`src/wlqe_pkg.sv`:
```
// ----------------------------------------------------------------------------
// wlqe_pkg: shared types and constants for the line quad expander
// Widths of the datapath, reset value of the half width and the stage
// payload that runs next to the CORDIC datapath.
// ----------------------------------------------------------------------------
package wlqe_pkg;

  localparam int DEF_CORDIC_STAGES = 16;
  localparam int DEF_FRACTION_BITS = 16;

  localparam int COORD_W = 32;
  localparam int DIFF_W  = 33;
  localparam int VEC_W   = 36;
  localparam int HW_W    = 31;

  localparam logic [HW_W-1:0] HW_RESET = 31'd65536;
  // 1/K of the CORDIC gain, Q0.32
  localparam logic [31:0]     KINV_Q32 = 32'd2608131496;

  typedef struct packed {
    logic signed [COORD_W-1:0] start_x;
    logic signed [COORD_W-1:0] start_y;
    logic signed [COORD_W-1:0] start_z;
    logic signed [COORD_W-1:0] end_x;
    logic signed [COORD_W-1:0] end_y;
    logic signed [COORD_W-1:0] end_z;
    logic                      last_line;
    logic                      zero_len;
    logic                      flip;
  } side_t;

  typedef struct packed {
    logic signed [COORD_W-1:0] c0_x;
    logic signed [COORD_W-1:0] c0_y;
    logic signed [COORD_W-1:0] c1_x;
    logic signed [COORD_W-1:0] c1_y;
    logic signed [COORD_W-1:0] c2_x;
    logic signed [COORD_W-1:0] c2_y;
    logic signed [COORD_W-1:0] c3_x;
    logic signed [COORD_W-1:0] c3_y;
  } quad_t;

endpackage

```
`src/wlqe_finish.sv`:
```
// ----------------------------------------------------------------------------
// wlqe_finish: rounding, offset select and saturated corner sums
// Three stages: round off the guard bits, form the perpendicular offset
// (half-turn undo, zero-length case), then add and clamp the four corners.
// ----------------------------------------------------------------------------
module wlqe_finish #(
  parameter int RW = 49,
  parameter int FB = 16
) (
  input  logic                             clk,
  input  logic                             rst_n,
  input  logic                             up_valid,
  output logic                             up_ready,
  input  wlqe_pkg::side_t                  up_side,
  input  logic signed [RW-1:0]             up_rx,
  input  logic signed [RW-1:0]             up_ry,
  input  logic [wlqe_pkg::HW_W-1:0]        half_width,
  output logic                             dn_valid,
  input  logic                             dn_ready,
  output wlqe_pkg::side_t                  dn_side,
  output wlqe_pkg::quad_t                  dn_quad
);

  localparam int CW    = wlqe_pkg::COORD_W;
  localparam int RX_W  = RW - FB;
  localparam int OFF_W = RX_W + 1;
  localparam int SUM_W = OFF_W + 1;
  localparam logic signed [RW-1:0] HALF = {{(RW-1){1'b0}}, 1'b1} << (FB-1);

  function automatic logic signed [CW-1:0] sat(input logic signed [SUM_W-1:0] v);
    logic signed [CW-1:0] res;
    if (v[SUM_W-1:CW-1] == '0 || v[SUM_W-1:CW-1] == '1) begin
      res = v[CW-1:0];
    end else if (v[SUM_W-1]) begin
      res = {1'b1, {(CW-1){1'b0}}};
    end else begin
      res = {1'b0, {(CW-1){1'b1}}};
    end
    return res;
  endfunction

  function automatic logic signed [SUM_W-1:0] ext_c(input logic signed [CW-1:0] v);
    return {{(SUM_W-CW){v[CW-1]}}, v};
  endfunction

  function automatic logic signed [SUM_W-1:0] ext_o(input logic signed [OFF_W-1:0] v);
    return {v[OFF_W-1], v};
  endfunction

  // round stage
  logic                   r_v_r;
  wlqe_pkg::side_t        r_side_r;
  logic signed [RW-1:0]   rnd_x, rnd_y;
  logic signed [RX_W-1:0] r_x_r, r_y_r;
  logic                   r_rdy;

  // offset stage
  logic                    o_v_r;
  wlqe_pkg::side_t         o_side_r;
  logic signed [OFF_W-1:0] o_x_r, o_y_r, ox_nxt, oy_nxt;
  logic signed [OFF_W-1:0] cx_ext, cy_ext;
  logic                    o_rdy;

  // corner stage
  logic                    c_v_r;
  wlqe_pkg::side_t         c_side_r;
  wlqe_pkg::quad_t         c_quad_r, quad_nxt;
  logic                    c_rdy;

  assign r_rdy    = !r_v_r || o_rdy;
  assign o_rdy    = !o_v_r || c_rdy;
  assign c_rdy    = !c_v_r || dn_ready;
  assign up_ready = r_rdy;

  assign rnd_x = (up_rx + HALF) >>> FB;
  assign rnd_y = (up_ry + HALF) >>> FB;

  always_ff @(posedge clk) begin
    if (!rst_n) begin
      r_v_r <= 1'b0;
      o_v_r <= 1'b0;
      c_v_r <= 1'b0;
    end else begin
      if (r_rdy) begin
        r_v_r <= up_valid;
      end
      if (o_rdy) begin
        o_v_r <= r_v_r;
      end
      if (c_rdy) begin
        c_v_r <= o_v_r;
      end
    end
  end

  assign cx_ext = {r_x_r[RX_W-1], r_x_r};
  assign cy_ext = {r_y_r[RX_W-1], r_y_r};

  // off = (-sin, cos) scaled; undo the half turn for the left half-plane
  always_comb begin
    if (r_side_r.zero_len) begin
      ox_nxt = '0;
      oy_nxt = OFF_W'({1'b0, half_width});
    end else if (r_side_r.flip) begin
      ox_nxt = cy_ext;
      oy_nxt = -cx_ext;
    end else begin
      ox_nxt = -cy_ext;
      oy_nxt = cx_ext;
    end
  end

  always_comb begin
    quad_nxt.c0_x = sat(ext_c(o_side_r.end_x)   - ext_o(o_x_r));
    quad_nxt.c0_y = sat(ext_c(o_side_r.end_y)   - ext_o(o_y_r));
    quad_nxt.c1_x = sat(ext_c(o_side_r.start_x) - ext_o(o_x_r));
    quad_nxt.c1_y = sat(ext_c(o_side_r.start_y) - ext_o(o_y_r));
    quad_nxt.c2_x = sat(ext_c(o_side_r.end_x)   + ext_o(o_x_r));
    quad_nxt.c2_y = sat(ext_c(o_side_r.end_y)   + ext_o(o_y_r));
    quad_nxt.c3_x = sat(ext_c(o_side_r.start_x) + ext_o(o_x_r));
    quad_nxt.c3_y = sat(ext_c(o_side_r.start_y) + ext_o(o_y_r));
  end

  always_ff @(posedge clk) begin
    if (r_rdy) begin
      r_side_r <= up_side;
      r_x_r    <= rnd_x[RX_W-1:0];
      r_y_r    <= rnd_y[RX_W-1:0];
    end
    if (o_rdy) begin
      o_side_r <= r_side_r;
      o_x_r    <= ox_nxt;
      o_y_r    <= oy_nxt;
    end
    if (c_rdy) begin
      c_side_r <= o_side_r;
      c_quad_r <= quad_nxt;
    end
  end

  assign dn_valid = c_v_r;
  assign dn_side  = c_side_r;
  assign dn_quad  = c_quad_r;

endmodule
```
`config.mk`:
```
export PLATFORM = sky130hd
export DESIGN_NAME = wlqe_finish
export DESIGN_NICKNAME = d
export VERILOG_FILES = /design/src/wlqe_pkg.sv /design/src/wlqe_finish.sv
export SDC_FILE = /design/constraint.sdc
export NUM_CORES = 1
export LEC_CHECK = 0
export ABC_AREA = 1
export BUFFER_PORTS_ARGS = -buffer_cell sky130_fd_sc_hd__buf_4
export CORE_AREA = 2 2 334 336
export CTS_CLUSTER_DIAMETER = 200
export DETAILED_ROUTE_END_ITERATION = 8
export DIE_AREA = 0 0 336 338
export PLACE_DENSITY = 0.71
export RECOVER_POWER = 100
export SLEW_MARGIN = 20
export SYNTH_ARGS = -nofsm -noshare
export SYNTH_HDL_FRONTEND = slang
export SYNTH_SLANG_ARGS = --single-unit
export TNS_END_PERCENT = 20
```
`constraint.sdc`:
```
create_clock -name clk -period 50.8 [get_ports clk]
set_input_delay 7.62 -clock clk [delete_from_list [all_inputs] [get_ports clk]]
set_output_delay 7.62 -clock clk [all_outputs]
set_load 0.02 [all_outputs]
```
==> flow_metrics.py <==
metrics = {
    "yosys": {
        "ys_warn_count": 0,
        "synth_cells": 5875,
        "synth.top_cell.area_share_pct": 53.6,
        "ys_async_sr_fraction_pct": 0,
        "synth_enable_flop_cells": 975,
        "synthesis.nets": 6487,
        "syn-cell-area_sq_um": 54600,
        "synthFlopType": "sky130_fd_sc_hd__edfxtp_1",
        "synth_seq_cells": 978,
        "yosys-top-cells-area": "sky130_fd_sc_hd__edfxtp_1 (54%), sky130_fd_sc_hd__nand2_1 (11%), sky130_fd_sc_hd__ha_1 (6.3%)",
        "yosys-top-cells-count": "sky130_fd_sc_hd__nand2_1 (1550), sky130_fd_sc_hd__edfxtp_1 (975), sky130_fd_sc_hd__inv_1 (685)",
        "mean_instance_size_in_the_synthesized_netlist_sq_um": 9.30,
        "synth.largest_area_cell": "sky130_fd_sc_hd__edfxtp_1",
        "synth_sequential_area_ratio_pct": 53.7,
        "ys_types": 48,
        "yosysMostFrequentCell": "sky130_fd_sc_hd__nand2_1",
    },
    "detailed_routing": {
        "vias": 43349,
        "drt-total-wl_um": 175000,
        "dr.first_iter.drc_count": 3933,
        "vias_per_cell": 5.32,
        "wl_per_cell_um": 21.5,
        "detail-route-antenna-nets": 0,
        "drt-pass1-iter-count": 6,
        "remaining_routing_drc_violations": 0,
    },
    "timing": {
        "post-route-period-util_pct": 35.7,
        "period_needed_ns": 18.14,
        "max_slew_margin_pct": -231,
        "hold_viol_final": 0,
        "timing.final.setup_violations": 0,
        "timing.final.max_slew_violations": 1291,
        "clock-skew-final_ns": 0.0731,
        "totalNegativeSetupSlack_ns": 0,
        "worst_slew_pin_slew_ns": 4.93,
        "rsz0062_at_grt": "no",
        "max_freq_ghz": 0.0551,
        "least_setup_slack_across_all_paths_after_layout_ns": 32.66,
    },
    "critical_path": {
        "path_cells": "clkbuf_4 > inv_1 > nand2_1 > nor2_1 > nand2_1 > clkbuf_1",
        "worstPathRequired_ns": 43.18,
        "cp.arrival_ns": 10.52,
        "cp-start-kind": "input port",
        "timing.critical_path.slowest_stage_cell": "sky130_fd_sc_hd__nand2_1",
        "worst-setup-path-type": "in -> out",
        "crit_fanout": 55,
        "cp-end-kind": "output pin",
        "crit_path_frequent_cell": "sky130_fd_sc_hd__nand2_1",
        "cpPeakStageDelay_ns": 1.26,
    },
    "floorplan": {
        "std_cell_rows": 122,
        "core_area_sq_um": 110000,
        "dieArea_sq_um": 114000,
        "io_pins": 781,
        "floorplan.initialDensity_pct": 49.6,
        "die_height_um": 338,
        "chipWidth_um": 336,
    },
    "global_routing": {
        "grt_first_pass_wirelength_um": 252000,
        "antenna_found_initial": 20,
        "grt_overflow": 0,
        "gr-usage-all-layers_pct": 30.0,
        "grt_max_degree": 103,
        "grt_pass1_vias": 40289,
    },
    "clock_network": {
        "tritoncts.num_buffers": 98,
        "cts_clock_pin_slew_for_the_worst_setup_and_hold_paths_ns": 0.06,
        "cts_tree": "built",
        "holdBufCountCts": 0,
        "htree_num_levels": 3,
        "clkSinkCount": 978,
        "clock_tree.buffer_depth": 3,
        "clkLatencyLatePin_ns": 0.74,
        "post_cts_resized": 0,
        "cts-root-buf": "sky130_fd_sc_hd__clkbuf_16",
        "post_cts_repair_timing_setup_buffer_count": 0,
    },
    "cells_and_area": {
        "area_delta_synth_final_pct": 14.2,
        "nNetsFinal": 7178,
        "drive_above_1_share_pct": 8.37,
    },
    "placed_design": {
        "placement.io_buffers": 750,
        "pre_cts_ws_ns": 33.82,
        "gpl.final_weighted_congestion": 0.979,
        "place_hpwl_um": 141000,
    },
    "power": {
        "ir_worst_vdd_mv": 0.0327,
        "share_comb_of_total_power_pct": 27.6,
        "power_density_nw_per_um2": 39.9,
        "share_seq_of_total_power_pct": 43.5,
        "switching_share_pct": 35.6,
        "power_leakage_nw": 27.5,
        "net-switching-power_w": 0.000887,
        "p_clk_share_pct": 28.8,
        "internal_power_w": 0.00160,
    },
    "hold_path": {
        "worst_hold_path_type": "reg -> reg",
    },
    "status": {
        "status": "finished with violations",
        "violated_checks": "max-capacitance violations, max-slew violations",
    },
    "flow_run": {
        "maxCapViolCount": 23,
    },
}
[cell families (layout without fill, tap and decap cells)]
logic type | Yosys count | after routing | synth area share (%)
AOI/OAI and AO/OA | 596 | 596 | 6.19
buffers and inverters | 899 | 1670 | 7.17
muxes | 1 | 1 | 0.0183
adders and majority gates | 284 | 284 | 6.62
xor gates and xnor gates | 280 | 280 | 4.49
and+or+nand+nor | 2837 | 2837 | 21.8
DFF | 978 | 978 | 53.7
other | 0 | 8 | 0
[worst paths after layout]
| kind | from | to | slack, ns | cells past startpoint |
|---|---|---|---|---|
| worst max-delay path | dn_ready | up_ready | 32.66 | 6 |
| worst max register to register | dn_valid$_SDFFE_PN0P_ | dn_quad[189]$_DFFE_PP_ | 39.80 | 4 |
| worst min-delay path | o_side_r[28]$_DFFE_PP_ | dn_side[28]$_DFFE_PP_ | 0.39 | 0 |
| worst min register to register | o_side_r[28]$_DFFE_PP_ | dn_side[28]$_DFFE_PP_ | 0.39 | 0 |
[power groups by stage]
stage               clock (W)  combinational, W  sequential (W)
floorplan                   0          0.000366         0.00118
global placement            0          0.000738         0.00110
detailed placement          0          0.000744         0.00110
CTS                  0.000730          0.000748         0.00109
global route         0.000759          0.000745         0.00109
finish               0.000719          0.000688         0.00108
[metal layers]
metal / vias up / GRT usage (%) / wire (um)
met2: 1817 / 46.4 / 78500
li1: 20894 / - / -
met3: 243 / 7.53 / 17100
met4: 20 / 10.6 / 5640
met1: 20375 / 41.1 / 74000
met5: - / 0 / 137
[worst max-delay path: cells and delay by family]
| kind | cells | cell delay (ns) |
|---|---|---|
| buf+inv | 3 | 0.44 |
| simple gates | 3 | 2.43 |
[flip-flops by register name, summed over array words and instances (netlist names)]
register  count
dn_quad     256
dn_side     195
dn_valid      1
o_side_r    195
o_v_r         1
o_x_r        34
o_y_r        34
r_side_r    195
r_v_r         1
r_x_r        33
r_y_r        33
[layout by cell type (no fill, tap or decap), types with 6 or more instances in the layout]
master / instances
sky130_fd_sc_hd__clkbuf_4: 220
sky130_fd_sc_hd__inv_6: 6
sky130_fd_sc_hd__clkbuf_1: 495
sky130_fd_sc_hd__xor2_1: 242
sky130_fd_sc_hd__diode_2: 8
sky130_fd_sc_hd__inv_1: 684
sky130_fd_sc_hd__or2_2: 10
sky130_fd_sc_hd__clkbuf_16: 98
sky130_fd_sc_hd__nand4_1: 38
sky130_fd_sc_hd__o21bai_1: 85
sky130_fd_sc_hd__fa_1: 8
sky130_fd_sc_hd__clkinv_2: 19
sky130_fd_sc_hd__o21ai_0: 111
sky130_fd_sc_hd__ha_1: 276
sky130_fd_sc_hd__nand3b_1: 7
sky130_fd_sc_hd__a21o_1: 7
sky130_fd_sc_hd__edfxtp_1: 975
sky130_fd_sc_hd__clkinv_1: 16
sky130_fd_sc_hd__nor2_2: 6
sky130_fd_sc_hd__o21ai_1: 7
sky130_fd_sc_hd__a21oi_1: 337
sky130_fd_sc_hd__and2_1: 11
sky130_fd_sc_hd__bufinv_16: 8
sky130_fd_sc_hd__nand2_1: 1556
sky130_fd_sc_hd__buf_4: 71
sky130_fd_sc_hd__inv_2: 32
sky130_fd_sc_hd__a31oi_1: 14
sky130_fd_sc_hd__a21oi_2: 11
sky130_fd_sc_hd__o21a_1: 11
sky130_fd_sc_hd__nor4_1: 17
sky130_fd_sc_hd__nor2_1: 501
sky130_fd_sc_hd__nand2_2: 42
sky130_fd_sc_hd__nor3_1: 122
sky130_fd_sc_hd__xnor2_1: 38
sky130_fd_sc_hd__nand3_1: 515
sky130_fd_sc_hd__clkinvlp_4: 8
[layout make-up]
cell class                      count  area, sq um
Antenna cell                        8         20.0
Clock buffer                      113         2510
Clock inverter                     67          696
Fill cell                       10181        47700
Inverter                          719         2700
Multi-Input combinational cell   3998        21300
Sequential cell                   978        29300
Tap cell                         1488         1860
Timing Repair Buffer              771         3990
[through the flow]
stage          utilization (%)  cells  hold slack, ns  instance area [sq um]  total power, W
5_1_grt                   56.7   8141           0.376                  62400         0.00260
3_5_place_dp              55.5   7954           0.405                  61100         0.00184
4_1_cts                   58.4   8134           0.377                  64300         0.00256
2_1_floorplan                -   5875           0.400                  54600         0.00155
6_report                  56.7   8142           0.386                  62400         0.00249
3_3_place_gp              55.5   7954           0.400                  61100         0.00184
Power figures use the tool's default switching activity.
