File: config.mk
export PLATFORM = sky130hd
export DESIGN_NAME = wlqe_front
export DESIGN_NICKNAME = d
export VERILOG_FILES = /design/src/wlqe_pkg.sv /design/src/wlqe_front.sv
export SDC_FILE = /design/constraint.sdc
export NUM_CORES = 1
export LEC_CHECK = 0
export ABC_AREA = 1
export BUFFER_PORTS_ARGS = -buffer_cell sky130_fd_sc_hd__buf_2
export CORE_ASPECT_RATIO = 0.75
export CORE_UTILIZATION = 35
export DETAILED_ROUTE_END_ITERATION = 8
export PLACE_DENSITY = 0.67
export SKIP_LAST_GASP = 1
export SLEW_MARGIN = 0
export SYNTH_ARGS = -nofsm -noshare
export SYNTH_HDL_FRONTEND = slang
export SYNTH_SLANG_ARGS = --single-unit
File: constraint.sdc
create_clock -name clk -period 26.8 [get_ports clk]
set_input_delay 5.36 -clock clk [delete_from_list [all_inputs] [get_ports clk]]
set_output_delay 5.36 -clock clk [all_outputs]
set_load 0.05 [all_outputs]
File: src/wlqe_pkg.sv
// ----------------------------------------------------------------------------
// wlqe_pkg: shared types and constants for the line quad expander
// Widths of the datapath, reset value of the half width and the stage
// payload that runs next to the CORDIC datapath.
// ----------------------------------------------------------------------------
package wlqe_pkg;

  localparam int DEF_CORDIC_STAGES = 16;
  localparam int DEF_FRACTION_BITS = 16;

  localparam int COORD_W = 32;
  localparam int DIFF_W  = 33;
  localparam int VEC_W   = 36;
  localparam int HW_W    = 31;

  localparam logic [HW_W-1:0] HW_RESET = 31'd65536;
  // 1/K of the CORDIC gain, Q0.32
  localparam logic [31:0]     KINV_Q32 = 32'd2608131496;

  typedef struct packed {
    logic signed [COORD_W-1:0] start_x;
    logic signed [COORD_W-1:0] start_y;
    logic signed [COORD_W-1:0] start_z;
    logic signed [COORD_W-1:0] end_x;
    logic signed [COORD_W-1:0] end_y;
    logic signed [COORD_W-1:0] end_z;
    logic                      last_line;
    logic                      zero_len;
    logic                      flip;
  } side_t;

  typedef struct packed {
    logic signed [COORD_W-1:0] c0_x;
    logic signed [COORD_W-1:0] c0_y;
    logic signed [COORD_W-1:0] c1_x;
    logic signed [COORD_W-1:0] c1_y;
    logic signed [COORD_W-1:0] c2_x;
    logic signed [COORD_W-1:0] c2_y;
    logic signed [COORD_W-1:0] c3_x;
    logic signed [COORD_W-1:0] c3_y;
  } quad_t;

endpackage

File: src/wlqe_front.sv
// ----------------------------------------------------------------------------
// wlqe_front: segment difference and CORDIC preparation
// Two stages: end minus start, then zero-length detect, left half-plane
// fold and load of the rotation operand.
// ----------------------------------------------------------------------------
module wlqe_front #(
  parameter int RW = 49
) (
  input  logic                              clk,
  input  logic                              rst_n,
  input  logic                              up_valid,
  output logic                              up_ready,
  input  wlqe_pkg::side_t                   up_side,
  input  logic signed [RW-1:0]              w,
  output logic                              dn_valid,
  input  logic                              dn_ready,
  output wlqe_pkg::side_t                   dn_side,
  output logic signed [wlqe_pkg::VEC_W-1:0] dn_vx,
  output logic signed [wlqe_pkg::VEC_W-1:0] dn_vy,
  output logic signed [RW-1:0]              dn_rx,
  output logic signed [RW-1:0]              dn_ry
);

  localparam int DW = wlqe_pkg::DIFF_W;
  localparam int VW = wlqe_pkg::VEC_W;

  logic                 a_v_r;
  wlqe_pkg::side_t      a_side_r;
  logic signed [DW-1:0] a_dx_r, a_dy_r;
  logic signed [DW-1:0] dx_nxt, dy_nxt;
  logic                 a_rdy;

  logic                 b_v_r;
  wlqe_pkg::side_t      b_side_r;
  wlqe_pkg::side_t      b_side_nxt;
  logic signed [VW-1:0] b_vx_r, b_vy_r, vx_nxt, vy_nxt;
  logic signed [VW-1:0] dx_ext, dy_ext;
  logic signed [RW-1:0] b_rx_r;
  logic                 b_rdy;

  assign a_rdy    = !a_v_r || b_rdy;
  assign b_rdy    = !b_v_r || dn_ready;
  assign up_ready = a_rdy;

  assign dx_nxt = {up_side.end_x[31], up_side.end_x} - {up_side.start_x[31], up_side.start_x};
  assign dy_nxt = {up_side.end_y[31], up_side.end_y} - {up_side.start_y[31], up_side.start_y};

  always_ff @(posedge clk) begin
    if (!rst_n) begin
      a_v_r <= 1'b0;
    end else if (a_rdy) begin
      a_v_r <= up_valid;
    end
  end

  always_ff @(posedge clk) begin
    if (a_rdy) begin
      a_side_r <= up_side;
      a_dx_r   <= dx_nxt;
      a_dy_r   <= dy_nxt;
    end
  end

  assign dx_ext = {{(VW-DW){a_dx_r[DW-1]}}, a_dx_r};
  assign dy_ext = {{(VW-DW){a_dy_r[DW-1]}}, a_dy_r};

  // fold the left half-plane by a half turn
  always_comb begin
    b_side_nxt          = a_side_r;
    b_side_nxt.zero_len = (a_dx_r == '0) && (a_dy_r == '0);
    b_side_nxt.flip     = a_dx_r[DW-1];
    vx_nxt              = a_dx_r[DW-1] ? -dx_ext : dx_ext;
    vy_nxt              = a_dx_r[DW-1] ? -dy_ext : dy_ext;
  end

  always_ff @(posedge clk) begin
    if (!rst_n) begin
      b_v_r <= 1'b0;
    end else if (b_rdy) begin
      b_v_r <= a_v_r;
    end
  end

  always_ff @(posedge clk) begin
    if (b_rdy) begin
      b_side_r <= b_side_nxt;
      b_vx_r   <= vx_nxt;
      b_vy_r   <= vy_nxt;
      b_rx_r   <= w;
    end
  end

  assign dn_valid = b_v_r;
  assign dn_side  = b_side_r;
  assign dn_vx    = b_vx_r;
  assign dn_vy    = b_vy_r;
  assign dn_rx    = b_rx_r;
  assign dn_ry    = '0;

endmodule

==> flow_summary.json, run 1 <==
{
  "clock_sink_count": 577,
  "post_cts_hold_buffer_count": 0,
  "worstMarginPinSlew_ps": 999,
  "finalWeightedCongestion": 0.891,
  "finalHoldViolCount": 0,
  "timing.setup.tns_ps": 0,
  "timing.critical_path.slowest_stage_cell": "sky130_fd_sc_hd__nand3_4",
  "synth_top_family_by_area": "simple AND/OR/NAND/NOR gates",
  "fmax_ghz": 0.0845,
  "instances_no_fill": 3792,
  "floorplan.initialDensity_pct": 35.5,
  "end_kind": "output pin",
  "tritoncts.num_buffers": 58,
  "required_ps": 21440,
  "areaGrowthSynthToFinish_pct": 23.7,
  "clock_tree.root_cell": "sky130_fd_sc_hd__clkbuf_16",
  "cts_tree": "yes",
  "setup_viol_count_final": 0,
  "via_count_of_the_first_global_routing_pass": 15400,
  "finalMaxSlewViolations": 0,
  "fraction_of_layout_instances_using_a_drive_strength_above_1_pct": 25.2,
  "drcViolationCount": 0,
  "dieHeight_microns": 233,
  "setup_repair_after_global_routing_missed_its_margin": "no",
  "yosys_register_bits": 577,
  "grt_start_max_net_pins": 80,
  "cts_setup_buffers": 0,
  "portBuffers": 563,
  "totalPowerFinal_w": 0.00258,
  "timing.rr.start": "dn_valid$_SDFFE_PN0P_",
  "dr_total_vias": 16900,
  "period_minus_slack_ps": 11830,
  "cell_count_after_placement": 3680,
  "max_fo_critical_path": 35,
  "fp.dieArea_sq_mm": 0.0724,
  "status": "complete, no violations",
  "worstSetupPathType": "input port to output pin",
  "hold_path.class": "flop to flop",
  "drt_pre_antenna_iters": 5,
  "dr_vias_cell": 4.46,
  "io_pins": 615,
  "synthDistinctLibCells": 39,
  "max-slew-margin-rel_pct": 33.4,
  "route.antenna.remaining_nets": 0,
  "layout.nets": 3112,
  "fp.dieW_microns": 310,
  "drtIter0Drc": 1399,
  "synth-seq-area-share_pct": 69.3,
  "cts_resized": 0,
  "seq_area_sq_mm": 0.0173,
  "post_synth_and_or_nand_nor_area_fraction_pct": 15.2,
  "arrival_ps": 6470,
  "yosysWarningCount": 0,
  "route.final.wire_length_mm": 63.8,
  "final_cell_mix": "sky130_fd_sc_hd__nand2_1, sky130_fd_sc_hd__edfxtp_1, sky130_fd_sc_hd__buf_2",
  "worst_setup_path_startpoint": "dn_ready",
  "synthDominantAreaCellType": "sky130_fd_sc_hd__edfxtp_1",
  "fin_worst_skew_ps": 28.0,
  "synth.avg_cell_area_sq_um": 11.5,
  "cap_violations": 0,
  "synthXorXnorAreaFrac_pct": 2.56,
  "synthesis.instances": 2168,
  "clock_tree.buffer_depth": 3,
  "wire_length_of_the_first_global_routing_pass_mm": 92.6,
  "worstHoldStart": "a_side_r[177]$_DFFE_PP_",
  "final.fill_count": 6628,
  "synth-adder-area-share_pct": 3.57,
  "clk_latency_ps": 630,
  "critical_path.max_stage_delay_ps": 450,
  "final_common_cell": "sky130_fd_sc_hd__nand2_1",
  "critPathLaunchType": "input port",
  "power.leakage_nw": 14.5,
  "crit_top_cell": "sky130_fd_sc_hd__buf_2",
  "globalRoute.totalOverflow": 0,
  "power.density_cell_area_mw_per_mm2": 83.7,
  "antenna_found_initial": 7,
  "clock_transition_time_at_the_flip_flop_clock_pins_of_the_worst_setup_and_hold_paths_ps": 60,
  "netlist.area_leader.share_pct": 69.2,
  "multi_input_comb_area_sq_mm": 0.00603,
  "fin_crit_sh_pct": 44.2,
  "multiplexer_area_fraction_after_synthesis_pct": 0,
  "share_of_the_synthesized_area_in_compound_gates_ao_oa_aoi_oai_pct": 1.97,
  "dp_hpwl_mm": 49.6,
  "setup.reg_to_reg.worst_slack_ps": 23760,
  "ir_worst_vdd_mv": 0.0643,
  "standard_cell_row_count": 84,
  "fp.coreArea_sq_mm": 0.0703,
  "cts_max_level": 2,
  "worstPathCellList": "buf_2 > inv_1 > nand3_4 > buf_2",
  "groute.usage.overall_pct": 17.1,
  "detail_routed_net_length_per_standard_cell_microns": 16.8,
  "synth.cell_area_sq_mm": 0.0250,
  "synth.area.top_cells": "sky130_fd_sc_hd__edfxtp_1, sky130_fd_sc_hd__nand2_1, sky130_fd_sc_hd__inv_1, sky130_fd_sc_hd__ha_1, sky130_fd_sc_hd__nor2_1"
}
## per-layer routing
| layer | wire length [microns] | GRT usage (%) | up-vias |
|---|---|---|---|
| li1 | - | - | 8274 |
| met1 | 28600 | 24.3 | 7960 |
| met2 | 28600 | 26.0 | 609 |
| met3 | 5440 | 4.06 | 69 |
| met4 | 1230 | 4.57 | 0 |
| met5 | 0 | 0 | - |
## sequential cells by signal, summed over array words and instances, names as in the netlist
name / cells
dn_valid: 1
dn_rx: 49
a_dx_r: 33
a_v_r: 1
dn_vy: 36
a_dy_r: 33
dn_vx: 36
a_side_r: 193
dn_side: 195
## report_power, final
part	switching [W]	leakage (nW)	total, W	internal (W)
logic	0.000442	7.46	0.000565	0.000124
clock network	0.000359	0.985	0.000855	0.000496
registers	0.0000495	6.07	0.00116	0.00111
total	0.000850	14.5	0.00258	0.00173
## kinds of logic (layout without fill, tap and decap cells)
kind of cell	Yosys count	count (layout)
xor+xnor	73	73
buf+inv	438	1060
other cells	1	57
simple gates	922	922
flops	577	577
fa+ha+maj	70	70
compound gates	87	87
## layout make-up
class,count,share of cell area [%]
clock inverter,41,1.73
sequential,577,56.0
multi-input combinational,1204,19.5
inverter,379,4.61
tap,946,3.83
antenna,5,0.0405
timing repair buffer,574,9.39
clock buffer,66,4.86
## worst paths after layout
path         cells past startpoint                endpoint
min                              0  dn_side[177]$_DFFE_PP_
min reg2reg                      0  dn_side[177]$_DFFE_PP_
max                              4                up_ready
max reg2reg                      3  dn_side[156]$_DFFE_PP_
## critical path, delay by kind of cell
| family | cells | cell delay, ps |
|---|---|---|
| buffers and inverters | 3 | 630 |
| and+or+nand+nor | 1 | 450 |
## Yosys cell counts
cell	n
sky130_fd_sc_hd__nor3_2	2
sky130_fd_sc_hd__nand4_1	14
sky130_fd_sc_hd__o21ai_0	11
sky130_fd_sc_hd__clkbuf_1	1
sky130_fd_sc_hd__inv_2	9
sky130_fd_sc_hd__nand2_1	630
sky130_fd_sc_hd__o21ai_1	11
sky130_fd_sc_hd__nand3_2	5
sky130_fd_sc_hd__a31oi_1	3
sky130_fd_sc_hd__nor2_4	7
sky130_fd_sc_hd__dfxtp_1	2
sky130_fd_sc_hd__a21oi_2	1
sky130_fd_sc_hd__o21bai_2	1
sky130_fd_sc_hd__nand3_1	81
sky130_fd_sc_hd__or2_1	1
sky130_fd_sc_hd__and2_1	4
sky130_fd_sc_hd__conb_1	1
sky130_fd_sc_hd__nor2_2	10
sky130_fd_sc_hd__o21ai_4	1
sky130_fd_sc_hd__a21oi_1	48
sky130_fd_sc_hd__a21o_1	2
sky130_fd_sc_hd__nor3_4	1
sky130_fd_sc_hd__buf_4	50
sky130_fd_sc_hd__inv_1	370
sky130_fd_sc_hd__o21bai_1	4
sky130_fd_sc_hd__buf_1	1
sky130_fd_sc_hd__o211ai_1	2
sky130_fd_sc_hd__ha_1	68
sky130_fd_sc_hd__xnor2_1	17
sky130_fd_sc_hd__nor3_1	12
sky130_fd_sc_hd__fa_1	2
sky130_fd_sc_hd__nor2_1	143
sky130_fd_sc_hd__o21ai_2	3
sky130_fd_sc_hd__nand2_2	10
sky130_fd_sc_hd__edfxtp_1	575
sky130_fd_sc_hd__nor3b_1	1
sky130_fd_sc_hd__nand3b_1	1
sky130_fd_sc_hd__xor2_1	56
sky130_fd_sc_hd__buf_2	7
## metrics by stage
stage | util [%] | worst slack [ps] | hold WS, ps | instance area [sq um]
finish | 43.9 | 14970 | 413 | 30900
detailed placement | 41.0 | 14940 | 405 | 28800
CTS | 43.9 | 14940 | 416 | 30900
global placement | 41.0 | 14980 | 400 | 28800
floorplan | - | 9820 | 400 | 25200
global route | 43.9 | 14890 | 421 | 30900
Power figures use the tool's default switching activity.
==> run 2, diff against run 1 <==
Clock period 26.8 ns to 11.1 ns, I/O delays scaled along.
==> flow_summary.json, run 2 (synthesized netlist as in run 1, its figures left out) <==
{
  "ir_worst_vdd_mv": 0.131,
  "via_count_of_the_first_global_routing_pass": 15200,
  "drcViolationCount": 0,
  "fmax_ghz": 0.197,
  "final.fill_count": 6620,
  "max-slew-margin-rel_pct": 33.1,
  "io_pins": 615,
  "max_fo_critical_path": 2,
  "critPathLaunchType": "input port",
  "cts_resized": 0,
  "cts_tree": "yes",
  "final_cell_mix": "sky130_fd_sc_hd__nand2_1, sky130_fd_sc_hd__edfxtp_1, sky130_fd_sc_hd__buf_2",
  "fp.dieW_microns": 310,
  "layout.nets": 3111,
  "crit_top_cell": "sky130_fd_sc_hd__buf_2",
  "globalRoute.totalOverflow": 0,
  "worstMarginPinSlew_ps": 1000,
  "pwr-share-seq_pct": 45.7,
  "cpLargestDelayFamily": "buffers and inverters",
  "fraction_of_layout_instances_using_a_drive_strength_above_1_pct": 25.2,
  "route.antenna.remaining_nets": 0,
  "finalWeightedCongestion": 0.887,
  "sw_frac_of_total_pct": 33.1,
  "seq_area_sq_mm": 0.0173,
  "arrival_ps": 2840,
  "critPathBufInv": 3,
  "critical_path.max_stage_delay_ps": 250,
  "clk_latency_ps": 630,
  "fin_worst_skew_ps": 27.0,
  "clock_tree.buffer_depth": 3,
  "drtIter0Drc": 1488,
  "power.leakage_nw": 14.5,
  "cell_count_after_placement": 3680,
  "finalMaxSlewViolations": 0,
  "power_frac_clock_pct": 31.8,
  "timing.critical_path.slowest_stage_cell": "sky130_fd_sc_hd__buf_2",
  "required_ps": 8880,
  "standard_cell_row_count": 84,
  "dr_vias_cell": 4.45,
  "setup_repair_after_global_routing_missed_its_margin": "no",
  "internal_power_w": 0.00409,
  "tritoncts.num_buffers": 57,
  "clock_tree.root_cell": "sky130_fd_sc_hd__clkbuf_16",
  "fp.dieArea_sq_mm": 0.0724,
  "status": "complete, no violations",
  "multi_input_comb_area_sq_mm": 0.00603,
  "route.final.wire_length_mm": 63.9,
  "post_cts_hold_buffer_count": 0,
  "cts_setup_buffers": 0,
  "totalPowerFinal_w": 0.00612,
  "end_kind": "output pin",
  "grt_start_max_net_pins": 123,
  "largest_register_ff_count": 195,
  "wire_length_of_the_first_global_routing_pass_mm": 91.9,
  "finalHoldViolCount": 0,
  "detail_routed_net_length_per_standard_cell_microns": 16.8,
  "finalWorstSetupSlack_ps": 6040,
  "antenna_found_initial": 18,
  "timing.setup.tns_ps": 0,
  "period_minus_slack_ps": 5060,
  "drt_pre_antenna_iters": 5,
  "instances_no_fill": 3792,
  "combinationalPowerShare_pct": 22.5,
  "dp_hpwl_mm": 49.8,
  "groute.usage.overall_pct": 17.0,
  "clock_sink_count": 577,
  "cap_violations": 0,
  "worstSetupPathType": "input port to output pin",
  "dieHeight_microns": 233,
  "fin_crit_sh_pct": 45.6,
  "power.density_cell_area_mw_per_mm2": 199,
  "hold_path.class": "flop to flop",
  "dr_total_vias": 16900,
  "setup_viol_count_final": 0,
  "cts_max_level": 2,
  "areaGrowthSynthToFinish_pct": 23.3,
  "portBuffers": 563,
  "switching_power_w": 0.00203,
  "floorplan.initialDensity_pct": 35.5,
  "fp.coreArea_sq_mm": 0.0703,
  "final_common_cell": "sky130_fd_sc_hd__nand2_1",
  "worstPathCellList": "buf_2 > inv_1 > nand3_4 > buf_2",
  "detailedPlace.worstSlack_ps": 6000,
  "clock_transition_time_at_the_flip_flop_clock_pins_of_the_worst_setup_and_hold_paths_ps": 60
}
==> run 2: path summary, 6_finish.rpt <==
| path | startpoint | to | slack (ps) | cells past startpoint |
|---|---|---|---|---|
| worst max-delay path | dn_ready | up_ready | 6040 | 4 |
| worst min-delay path | a_side_r[145]$_DFFE_PP_ | dn_side[145]$_DFFE_PP_ | 400 | 0 |
| worst max register to register | dn_valid$_SDFFE_PN0P_ | dn_side[60]$_DFFE_PP_ | 8010 | 3 |
| worst min register to register | a_side_r[145]$_DFFE_PP_ | dn_side[145]$_DFFE_PP_ | 400 | 0 |
==> run 2: area by class of cell <==
class | count | share of cell area (%)
timing repair buffer | 574 | 9.46
clock inverter | 33 | 1.14
tap | 946 | 3.84
sequential | 577 | 56.2
antenna | 6 | 0.0488
inverter | 379 | 4.62
multi-input combinational | 1204 | 19.6
clock buffer | 73 | 5.09
==> run 2: per-layer routing <==
metal / GRT usage [%] / share of wire (%) / up-vias
met4: 4.80 / 1.9 / 2
met2: 26.0 / 45 / 665
met5: 0 / 0.031 / -
li1: - / - / 8275
met1: 23.7 / 43 / 7852
met3: 4.47 / 10 / 74
==> run 2: power groups by stage <==
stage	logic, W	registers [W]	clock network (W)
final	0.00138	0.00280	0.00195
after global routing	0.00147	0.00282	0.00208
after CTS	0.00139	0.00280	0.00200
after detailed placement	0.00138	0.00284	0
after global placement	0.00138	0.00283	0
after floorplan	0.000441	0.00338	0
==> run 2: metrics by stage <==
step	area (sq um)	hold slack, ps	utilization [%]
CTS	30800	391	43.8
detailed placement	28900	405	41.0
global placement	28900	400	41.0
finish	30800	400	43.8
floorplan	25200	400	-
global route	30800	398	43.8
==> run 3, diff against run 2 <==
Settings changed: PLACE_DENSITY 0.67 to 0.69.
Clock period 11.1 ns to 4.6 ns, I/O delays scaled along.
==> flow_summary.json, run 3 (synthesized netlist as in run 1, its figures left out) <==
{
  "clock_sink_count": 577,
  "groute.usage.overall_pct": 16.5,
  "fp.dieArea_sq_mm": 0.0724,
  "finalWorstSetupSlack_ps": 1720,
  "finalMaxSlewViolations": 0,
  "status": "complete, no violations",
  "standard_cell_row_count": 84,
  "drcViolationCount": 0,
  "fraction_of_layout_instances_using_a_drive_strength_above_1_pct": 25.0,
  "fp.dieW_microns": 310,
  "cts_max_level": 2,
  "finalHoldViolCount": 0,
  "wire_length_of_the_first_global_routing_pass_mm": 89.6,
  "floorplan.initialDensity_pct": 35.5,
  "detailedPlace.worstSlack_ps": 1590,
  "areaGrowthSynthToFinish_pct": 23.2,
  "worstMarginPinSlew_ps": 836,
  "clock_transition_time_at_the_flip_flop_clock_pins_of_the_worst_setup_and_hold_paths_ps": 60,
  "end_kind": "output pin",
  "power.density_cell_area_mw_per_mm2": 477,
  "dieHeight_microns": 233,
  "route.antenna.remaining_nets": 0,
  "fp.coreArea_sq_mm": 0.0703,
  "grt_start_max_net_pins": 128,
  "max-slew-margin-rel_pct": 44.2,
  "period_minus_slack_ps": 2880,
  "ir_worst_vdd_mv": 0.258,
  "cts_setup_buffers": 0,
  "final_common_cell": "sky130_fd_sc_hd__nand2_1",
  "clk_latency_ps": 620,
  "clock_tree.buffer_depth": 3,
  "via_count_of_the_first_global_routing_pass": 15200,
  "final_area_sq_mm": 0.0308,
  "globalRoute.totalOverflow": 0,
  "detail_routed_net_length_per_standard_cell_microns": 16.4,
  "clock_tree.root_cell": "sky130_fd_sc_hd__clkbuf_16",
  "finalWeightedCongestion": 0.921,
  "drt_pre_antenna_iters": 5,
  "cap_violations": 0,
  "whs_ps": 412,
  "portBuffers": 563,
  "setup_viol_count_final": 0,
  "hold_path.class": "flop to flop",
  "timing.setup.tns_ps": 0,
  "io_pins": 615,
  "required_ps": 3680,
  "worstSetupPathType": "input port to output pin",
  "antenna_found_initial": 8,
  "power.leakage_nw": 14.5,
  "tritoncts.num_buffers": 55,
  "largest_register_ff_count": 195,
  "fin_crit_sh_pct": 62.6,
  "route.final.wire_length_mm": 62.1,
  "max_fo_critical_path": 17,
  "layout.nets": 3108,
  "dr_total_vias": 16700,
  "setup_repair_after_global_routing_missed_its_margin": "no",
  "final_cell_mix": "sky130_fd_sc_hd__nand2_1, sky130_fd_sc_hd__edfxtp_1, sky130_fd_sc_hd__buf_2",
  "dp_hpwl_mm": 48.0,
  "fin_worst_skew_ps": 18.0,
  "critPathLaunchType": "input port",
  "drtIter0Drc": 1309,
  "dr_vias_cell": 4.40,
  "fmax_ghz": 0.347,
  "post_cts_hold_buffer_count": 0,
  "arrival_ps": 1960,
  "dpl_cell_area_sq_mm": 0.0289,
  "cts_resized": 0,
  "cts_tree": "yes"
}
## run 3: cell count changes in the layout (fill, tap and decap cells not counted), sizes merged
cell	delta
bufinv	+2
buf	-1
inv	+1
clkinvlp	-1
clkbuf	-5
clkinv	+1
diode	-3
## run 3: per-layer routing
| layer | vias to the layer above | share of wire, % | global-route usage (%) |
|---|---|---|---|
| li1 | 8244 | - | - |
| met1 | 7690 | 44 | 23.2 |
| met2 | 651 | 43 | 24.5 |
| met3 | 86 | 10 | 4.77 |
| met4 | 0 | 2.2 | 4.74 |
| met5 | - | 0 | 0 |
## run 3: where the power goes
part	switching [W]	total (W)	internal [W]	leakage (nW)
clock	0.00202	0.00463	0.00261	0.898
sequential	0.000251	0.00674	0.00649	6.07
combinational	0.00259	0.00332	0.000724	7.48
## run 3: worst max-delay path, cell delays in order
cell	delay, ps
sky130_fd_sc_hd__buf_2	90
sky130_fd_sc_hd__inv_1	180
sky130_fd_sc_hd__nand3_4	380
sky130_fd_sc_hd__buf_2	360
## run 3: per-stage QoR
stage / instances / utilization (%) / power (W)
global placement: 3679 / 41.1 / 0.0101
finish: 3786 / 43.7 / 0.0147
detailed placement: 3679 / 41.1 / 0.0102
CTS: 3783 / 43.7 / 0.0148
floorplan: 2219 / - / 0.00919
global route: 3786 / 43.7 / 0.0153
## run 3: area by class of cell
cell class	count	area (sq um)
multi-input combinational	1204	6040
timing repair buffer	573	2960
clock inverter	36	400
tap	946	1180
clock buffer	68	1450
inverter	379	1420
sequential	577	17300
antenna	3	7.51
fill	6595	39600
## run 3: worst paths after layout
path / start / end / slack, ps / depth (start not counted)
min reg2reg: a_side_r[77]$_DFFE_PP_ / dn_side[77]$_DFFE_PP_ / 410 / 0
max: dn_ready / up_ready / 1720 / 4
min: a_side_r[77]$_DFFE_PP_ / dn_side[77]$_DFFE_PP_ / 410 / 0
max reg2reg: a_dy_r[0]$_DFFE_PP_ / dn_vy[32]$_DFFE_PP_ / 2210 / 9
